==> src/rtl/flba_pkg.sv <==
// Package for the free-list block allocator: request, response and pool entry types, codes.
package flba_pkg;

    localparam int SIZE_W = 17;
    localparam int ADDR_W = 16;
    localparam int POOL_W = 7;

    localparam int POOL_DEPTH_DEF = 64;
    localparam int HEAP_WORDS_DEF = 65536;

    localparam logic [SIZE_W-1:0] HEAP_LIMIT_RESET = 17'h10000;
    localparam logic [SIZE_W-1:0] HEAP_SPAN_MAX    = 17'h1FFFF;

    localparam logic OP_ALLOC   = 1'b0;
    localparam logic OP_RELEASE = 1'b1;

    localparam logic [2:0] OUT_FRESH    = 3'd0;
    localparam logic [2:0] OUT_EXACT    = 3'd1;
    localparam logic [2:0] OUT_SPLIT    = 3'd2;
    localparam logic [2:0] OUT_OOM      = 3'd3;
    localparam logic [2:0] OUT_RELEASED = 3'd4;
    localparam logic [2:0] OUT_FULL     = 3'd5;

    typedef struct packed {
        logic              op;
        logic [SIZE_W-1:0] block_size;
        logic [ADDR_W-1:0] block_address;
    } req_t;

    typedef struct packed {
        logic [ADDR_W-1:0] granted_address;
        logic [2:0]        outcome;
        logic [POOL_W-1:0] entries_in_pool;
    } rsp_t;

    typedef struct packed {
        logic [ADDR_W-1:0] start;
        logic [SIZE_W-1:0] length;
    } entry_t;

endpackage

==> src/rtl/free_list_block_allocator.sv <==
// Free-list block allocator: pool memory, scan and compaction sequencer, bump-pointer heap.
// A request is taken only while the sequencer is idle. A release goes from idle straight
// to the final state. An allocate scans the pool from the top entry down, one memory read per
// cycle, and when an entry is removed the entries above it are moved down one per cycle. Both
// passes are bound by the single read port of the pool memory. A finished response waits in
// an output register while the next request is taken. The pool needs no clearing after
// reset: only entries below the fill count are ever read.
module free_list_block_allocator
#(
    parameter int POOL_DEPTH = flba_pkg::POOL_DEPTH_DEF,
    parameter int HEAP_WORDS = flba_pkg::HEAP_WORDS_DEF
)
(
    input  logic                            clk,
    input  logic                            rst_n,
    input  logic                            req_valid,
    output logic                            req_ready,
    input  flba_pkg::req_t                  req_data,
    output logic                            rsp_valid,
    input  logic                            rsp_ready,
    output flba_pkg::rsp_t                  rsp_data,
    input  logic                            cfg_valid,
    output logic                            cfg_ready,
    input  logic [flba_pkg::SIZE_W-1:0]     cfg_data
);

    import flba_pkg::*;

    localparam int IW = (POOL_DEPTH > 1) ? $clog2(POOL_DEPTH) : 1;
    localparam int CW = $clog2(POOL_DEPTH + 1);
    localparam logic [CW-1:0] DEPTH_C = CW'(POOL_DEPTH);
    localparam logic [SIZE_W-1:0] HEAP_CAP =
        (HEAP_WORDS > int'(HEAP_SPAN_MAX)) ? HEAP_SPAN_MAX : SIZE_W'(HEAP_WORDS);

    localparam logic [2:0] ST_IDLE  = 3'd0;
    localparam logic [2:0] ST_SCAN  = 3'd1;
    localparam logic [2:0] ST_SHIFT = 3'd2;
    localparam logic [2:0] ST_FIN   = 3'd3;

    entry_t            mem [POOL_DEPTH];
    entry_t            rd_data_reg;

    logic [2:0]        state_reg, state_next;
    logic [CW-1:0]     count_reg, count_next;
    logic [SIZE_W-1:0] heap_reg, heap_next;
    logic [SIZE_W-1:0] limit_reg, limit_next;
    logic [CW-1:0]     cnt_reg, cnt_next;
    logic              rd_vld_reg, rd_vld_next;
    logic [IW-1:0]     rd_idx_reg, rd_idx_next;
    req_t              req_reg, req_next;
    logic              exact_reg, exact_next;
    logic              bigger_reg, bigger_next;
    logic [IW-1:0]     hit_idx_reg, hit_idx_next;
    logic [ADDR_W-1:0] hit_start_reg, hit_start_next;
    logic [SIZE_W-1:0] hit_len_reg, hit_len_next;
    logic              rsp_valid_reg, rsp_valid_next;
    rsp_t              rsp_reg, rsp_next;

    logic              rd_en;
    logic [IW-1:0]     rd_addr;
    logic              wr_en;
    logic [IW-1:0]     wr_addr;
    entry_t            wr_data;
    logic              rsp_free;
    logic [SIZE_W-1:0] lim_eff;
    logic [SIZE_W:0]   heap_sum;

    assign req_ready = (state_reg == ST_IDLE);
    assign cfg_ready = 1'b1;
    assign rsp_valid = rsp_valid_reg;
    assign rsp_data  = rsp_reg;
    assign rsp_free  = !rsp_valid_reg || rsp_ready;
    assign lim_eff   = (limit_reg < HEAP_CAP) ? limit_reg : HEAP_CAP;
    assign heap_sum  = {1'b0, heap_reg} + {1'b0, req_reg.block_size};

    always_ff @(posedge clk)
    begin
        if (wr_en)
        begin
            mem[wr_addr] <= wr_data;
        end
        if (rd_en)
        begin
            rd_data_reg <= mem[rd_addr];
        end
    end

    always_comb
    begin
        state_next     = state_reg;
        count_next     = count_reg;
        heap_next      = heap_reg;
        limit_next     = limit_reg;
        cnt_next       = cnt_reg;
        rd_vld_next    = 1'b0;
        rd_idx_next    = rd_idx_reg;
        req_next       = req_reg;
        exact_next     = exact_reg;
        bigger_next    = bigger_reg;
        hit_idx_next   = hit_idx_reg;
        hit_start_next = hit_start_reg;
        hit_len_next   = hit_len_reg;
        rsp_valid_next = rsp_valid_reg && !rsp_ready;
        rsp_next       = rsp_reg;
        rd_en          = 1'b0;
        rd_addr        = '0;
        wr_en          = 1'b0;
        wr_addr        = '0;
        wr_data        = '0;

        if (cfg_valid)
        begin
            limit_next = cfg_data;
        end

        case (state_reg)
            ST_IDLE:
            begin
                if (req_valid)
                begin
                    req_next    = req_data;
                    exact_next  = 1'b0;
                    bigger_next = 1'b0;
                    cnt_next    = count_reg;
                    state_next  = (req_data.op == OP_RELEASE) ? ST_FIN : ST_SCAN;
                end
            end
            ST_SCAN:
            begin
                // top-down scan: first exact match wins, last larger entry seen is the lowest
                if (rd_vld_reg && rd_data_reg.length == req_reg.block_size)
                begin
                    exact_next     = 1'b1;
                    hit_idx_next   = rd_idx_reg;
                    hit_start_next = rd_data_reg.start;
                    cnt_next       = CW'(rd_idx_reg) + 1'b1;
                    state_next     = ST_SHIFT;
                end
                else
                begin
                    if (rd_vld_reg && rd_data_reg.length > req_reg.block_size)
                    begin
                        bigger_next    = 1'b1;
                        hit_idx_next   = rd_idx_reg;
                        hit_start_next = rd_data_reg.start;
                        hit_len_next   = rd_data_reg.length;
                    end
                    if (cnt_reg != '0)
                    begin
                        rd_en       = 1'b1;
                        rd_addr     = IW'(cnt_reg - 1'b1);
                        rd_idx_next = IW'(cnt_reg - 1'b1);
                        rd_vld_next = 1'b1;
                        cnt_next    = cnt_reg - 1'b1;
                    end
                    else if (!rd_vld_reg)
                    begin
                        if (bigger_reg)
                        begin
                            cnt_next   = CW'(hit_idx_reg) + 1'b1;
                            state_next = ST_SHIFT;
                        end
                        else
                        begin
                            state_next = ST_FIN;
                        end
                    end
                end
            end
            ST_SHIFT:
            begin
                // move entries above the removed one down by one
                if (rd_vld_reg)
                begin
                    wr_en   = 1'b1;
                    wr_addr = rd_idx_reg - 1'b1;
                    wr_data = rd_data_reg;
                end
                if (cnt_reg < count_reg)
                begin
                    rd_en       = 1'b1;
                    rd_addr     = IW'(cnt_reg);
                    rd_idx_next = IW'(cnt_reg);
                    rd_vld_next = 1'b1;
                    cnt_next    = cnt_reg + 1'b1;
                end
                else if (!rd_vld_reg)
                begin
                    state_next = ST_FIN;
                end
            end
            ST_FIN:
            begin
                if (rsp_free)
                begin
                    rsp_valid_next            = 1'b1;
                    rsp_next.granted_address  = '0;
                    if (req_reg.op == OP_RELEASE)
                    begin
                        if (count_reg == DEPTH_C)
                        begin
                            rsp_next.outcome = OUT_FULL;
                        end
                        else
                        begin
                            wr_en                 = 1'b1;
                            wr_addr               = IW'(count_reg);
                            wr_data.start         = req_reg.block_address;
                            wr_data.length        = req_reg.block_size;
                            count_next            = count_reg + 1'b1;
                            rsp_next.outcome      = OUT_RELEASED;
                        end
                    end
                    else if (exact_reg)
                    begin
                        rsp_next.granted_address = hit_start_reg;
                        count_next               = count_reg - 1'b1;
                        rsp_next.outcome         = OUT_EXACT;
                    end
                    else if (bigger_reg)
                    begin
                        // remainder goes to the slot freed at the top
                        wr_en                    = 1'b1;
                        wr_addr                  = IW'(count_reg - 1'b1);
                        wr_data.start            = hit_start_reg
                                                   + req_reg.block_size[ADDR_W-1:0];
                        wr_data.length           = hit_len_reg - req_reg.block_size;
                        rsp_next.granted_address = hit_start_reg;
                        rsp_next.outcome         = OUT_SPLIT;
                    end
                    else if (heap_sum > {1'b0, lim_eff})
                    begin
                        rsp_next.outcome = OUT_OOM;
                    end
                    else
                    begin
                        rsp_next.granted_address = heap_reg[ADDR_W-1:0];
                        heap_next                = heap_sum[SIZE_W-1:0];
                        rsp_next.outcome         = OUT_FRESH;
                    end
                    rsp_next.entries_in_pool = POOL_W'(count_next);
                    state_next               = ST_IDLE;
                end
            end
            default:
            begin
                state_next = ST_IDLE;
            end
        endcase
    end

    always_ff @(posedge clk or negedge rst_n)
    begin
        if (!rst_n)
        begin
            state_reg     <= ST_IDLE;
            count_reg     <= '0;
            heap_reg      <= '0;
            limit_reg     <= HEAP_LIMIT_RESET;
            cnt_reg       <= '0;
            rd_vld_reg    <= 1'b0;
            exact_reg     <= 1'b0;
            bigger_reg    <= 1'b0;
            rsp_valid_reg <= 1'b0;
        end
        else
        begin
            state_reg     <= state_next;
            count_reg     <= count_next;
            heap_reg      <= heap_next;
            limit_reg     <= limit_next;
            cnt_reg       <= cnt_next;
            rd_vld_reg    <= rd_vld_next;
            exact_reg     <= exact_next;
            bigger_reg    <= bigger_next;
            rsp_valid_reg <= rsp_valid_next;
        end
    end

    always_ff @(posedge clk)
    begin
        rd_idx_reg    <= rd_idx_next;
        req_reg       <= req_next;
        hit_idx_reg   <= hit_idx_next;
        hit_start_reg <= hit_start_next;
        hit_len_reg   <= hit_len_next;
        rsp_reg       <= rsp_next;
    end

    a_count_bound: assert property (@(posedge clk) disable iff (!rst_n)
        count_reg <= DEPTH_C)
        else $error("pool fill count above depth");

    a_heap_bound: assert property (@(posedge clk) disable iff (!rst_n)
        heap_reg <= HEAP_CAP)
        else $error("bump pointer beyond heap");

    a_shift_addr: assert property (@(posedge clk) disable iff (!rst_n)
        (state_reg == ST_SHIFT && rd_vld_reg) |->
            (rd_idx_reg != '0 && CW'(rd_idx_reg) < count_reg))
        else $error("compaction write outside pool");

    a_exact_remove: assert property (@(posedge clk) disable iff (!rst_n)
        (state_reg == ST_FIN && rsp_free && req_reg.op == OP_ALLOC && exact_reg) |=>
            (count_reg == $past(count_reg) - 1'b1 && rsp_valid_reg))
        else $error("exact reuse did not shrink pool");

endmodule
==> config.mk <==
export PLATFORM = sky130hd
export DESIGN_NAME = free_list_block_allocator
export DESIGN_NICKNAME = d
export VERILOG_FILES = /design/src/rtl/flba_pkg.sv /design/src/rtl/free_list_block_allocator.sv
export SDC_FILE = /design/constraint.sdc
export NUM_CORES = 2
export LEC_CHECK = 0
export BUFFER_PORTS_ARGS = -buffer_cell sky130_fd_sc_hd__buf_2
export CORE_ASPECT_RATIO = 1.25
export CORE_UTILIZATION = 50
export DETAILED_ROUTE_END_ITERATION = 6
export PLACE_DENSITY = 0.7
export REMOVE_ABC_BUFFERS = 1
export SLEW_MARGIN = 20
export SYNTH_ARGS = -nofsm -noshare
export SYNTH_HDL_FRONTEND = slang
export SYNTH_SLANG_ARGS = --single-unit
==> constraint.sdc <==
create_clock -name clk -period 6.7 [get_ports clk]
set_input_delay 2.01 -clock clk [delete_from_list [all_inputs] [get_ports clk]]
set_output_delay 2.01 -clock clk [all_outputs]
set_load 0.01 [all_outputs]
==> key figures <==
Synthesis
  – Async set-reset flop share out of synthesis: between 2 and 2.5%
  – Simple-gate share of the synthesized area: about 6.8%
  – Leading cell type by number of instances after synthesis: edfxtp_1
  – Post-synthesis register bit count: around 2300
  – Synthesized area: approximately 94000 um2
  – Yosys cell types: 84
  – Compound-Gate Fraction of Synth Area: 12.5%
  – Mux cell area share after synthesis: under 10%
  – Syn Area/Cell: ~14 um2
  – XOR/XNOR share of the synthesized area: 0.612%
  – Warnings, synthesis: 0
  – Top post-synthesis cells by area: edfxtp_1 72%, or3_1 3.5%, o21ai_0 3.3%
  – EDFF count, synth: about 2300
  – Largest family of logic cells by synthesized area: compound AO/OA/AOI/OAI gates
  – Register area share after synthesis: ~73%
  – Adder-Cell Fraction of Synth Area: 1.42%
  – Instance count of the mapped netlist: 6562
  – Most used flip-flop cell after synthesis: edfxtp_1
  – Leading cell types by count after synthesis: 2250 x edfxtp_1, 616 x o21ai_0, 528 x or3_1
  – Largest area contributor in the netlist: edfxtp_1
  – Top-area cell type share of the netlist area: 71.5%

Timing
  – Slew Limit Fails: 0
  – Clock skew: between 0.03 and 0.04 ns
  – Slew margin rel.: roughly 17%
  – Hold WS: between 0.4 and 0.5 ns
  – Final Hold Viols: 0
  – Setup TNS: 0 ns
  – Achievable Freq: roughly 0.17 GHz
  – Final critical-path share of the clock period: between 80% and 90%
  – Final min period: approximately 6 ns
  – Slew @ Worst Pin: ~1.2 ns
  – RSZ-0062 raised after global routing: no
  – Final Setup Violations: 0

Detailed routing
  – ANT nets after route: 0
  – Residual DRC count: 0
  – DR iter-0 viols: 8769
  – Drt pass-1 iters: 6
  – DRT Wirelength: around 280000 um
  – DR WL/cell: between 20 and 30 um
  – Post-DR vias/cell: approximately 6.4
  – Vias after detailed routing: approximately 61000

Floorplanning
  – Io pins: 85
  – Die ar.: about 190000 um2
  – Core area: ~190000 um2
  – Die Width: between 300 and 400 um
  – Starting Density: around half
  – Die Ht: 488 um
  – Core Rows: 178

Place
  – Final HPWL DP: 165000 um
  – RD Place Congestion: ~0.94
  – IO Port Bufs: 83

CTS
  – Cts hold-fix bufs: 0
  – CTS buffer count: between 200 and 250
  – Clock buffer depth: 3
  – CTS tree: done
  – Clock Sinks: roughly 2300
  – Total setup buffers inserted after CTS: 0
  – Clock Latency Late Sink: approximately 0.86 ns
  – Root Buffer: clkbuf_16
  – H-tree depth reported by CTS: 4
  – PostCTS Resize Cnt: 0
  – Reg clk slew, reported paths: 0.07 ns

Layout
  – Layout Nets: 6859
  – Layout area overhead: 13.6%
  – Fraction of layout cells with a size suffix above 1: 12.9%
  – Sequential cell area: around 69000 um2
  – Area occupied by multi-input gates: 24300 um2
  – Fillers: ~14000
  – Flip-flop count of the largest register after layout: between 2000 and 2500

Critical path
  – Arrival time worst endpoint: 6.68 ns
  – Startpoint types: flop
  – CP required: between 7 and 8 ns
  – Kind of critical path: reg2reg
  – Max FO, Critical Path: ~120
  – Critical path capture point type: flop

Power and ir drop
  – Pwr/cell area: 462 nW/um2
  – Total power: about 50 mW
  – Worst vdd ir: 0.617 mV
  – Leakage: ~37 nW

Global routing
  – Vias in the first global route: approximately 58000
  – Total grt overflow: 0
  – Total track usage: between 20% and 30%
  – Initial antenna violation count: 17
  – Pin count of the biggest net entering global routing: 241
  – First-pass GRT wire length: 396000 um

Worst hold path
  – HP Class: reg2reg

Flow run
  – Number of max-cap violations: 0

Status
  – Status: finished, final reports clean
-- report_power, final --
part	switching [mW]	internal, mW	total (mW)
clock	5.27	6.97	12.2
combinational	13.6	6.01	19.6
sequential	0.502	17.2	17.7
total	19.4	30.2	49.6
-- cells by family (layout without fill, tap and decap cells) --
group / Yosys count / after routing
compound gates: 1997 / 1997
other cells: 1 / 20
buf+inv: 547 / 855
flops: 2304 / 2304
mux: 306 / 306
xor+xnor: 66 / 66
simple gates: 1236 / 1236
fa+ha+maj: 105 / 105
-- per-stage QoR --
step | utilization [%] | instance area [um2] | instances | setup slack (ns)
final | 57.1 | 107000 | 9409 | 0.691
after global routing | 57.1 | 107000 | 9405 | 0.421
after CTS | 57.0 | 107000 | 9388 | 0.871
after detailed placement | 53.3 | 100000 | 9010 | 0.898
after global placement | 53.2 | 100000 | 9000 | 1.09
after floorplan | - | 92400 | 6082 | -26.07
-- final timing paths --
| kind | start | to | slack, ns | cells past startpoint |
|---|---|---|---|---|
| min in group asynchronous | rst_n | limit_reg[11]$_DFFE_PN0P_ | 1.32 | 2 |
| setup / recovery | req_reg[31]$_DFFE_PP_ | rd_data_reg[16]$_DFFE_PP_ | 0.69 | 14 |
| max in group asynchronous | rst_n | count_reg[3]$_DFFE_PN0P_ | 4.82 | 2 |
| setup reg to reg | req_reg[31]$_DFFE_PP_ | rd_data_reg[16]$_DFFE_PP_ | 0.69 | 14 |
| hold / removal | rd_data_reg[28]$_DFFE_PP_ | hit_start_reg[11]$_DFFE_PP_ | 0.47 | 0 |
| hold reg to reg | rd_data_reg[28]$_DFFE_PP_ | hit_start_reg[11]$_DFFE_PP_ | 0.47 | 0 |
-- placed cells by master, fill, tap and decap left out, types with 67 or more instances in the layout --
master        n
o21ai_1     105
nor2_1       67
mux2i_1     266
edfxtp_1   2250
buf_2        83
clkbuf_16   208
a22oi_1     408
or3_1       528
o22ai_1     266
nand2_1     399
ha_1        102
a21oi_1     455
o21ai_0     588
buf_4       264
-- metal layers --
metal	vias to the layer above	global-route usage, %	share of wire [%]
met5	-	0.461	0.079
met2	3570	43.7	45
met1	30200	35.8	35
li1	26000	-	-
met4	16	22.1	8.6
met3	715	6.64	11
-- critical path, stage by stage, from the launching register on --
cell      delay, ns
edfxtp_1       0.50
inv_1          0.11
ha_1           0.30
nand4_1        0.29
nor4_1         0.73
nand3_1        0.52
a22oi_2        0.36
buf_4          0.39
buf_4          0.86
or3_1          0.21
o21ai_0        0.08
o22ai_1        0.19
o21ai_0        0.19
a21oi_1        0.67
or4_1          0.31
-- area by class of cell --
cell class	count	area share [%]
Antenna cell	19	0.0443
Clock buffer	247	5.01
Clock inverter	131	1.47
Inverter	67	0.241
Multi-Input combinational cell	3711	22.6
Sequential cell	2304	64.2
Tap cell	2520	2.94
Timing Repair Buffer	410	3.45
Power figures use the tool's default switching activity.
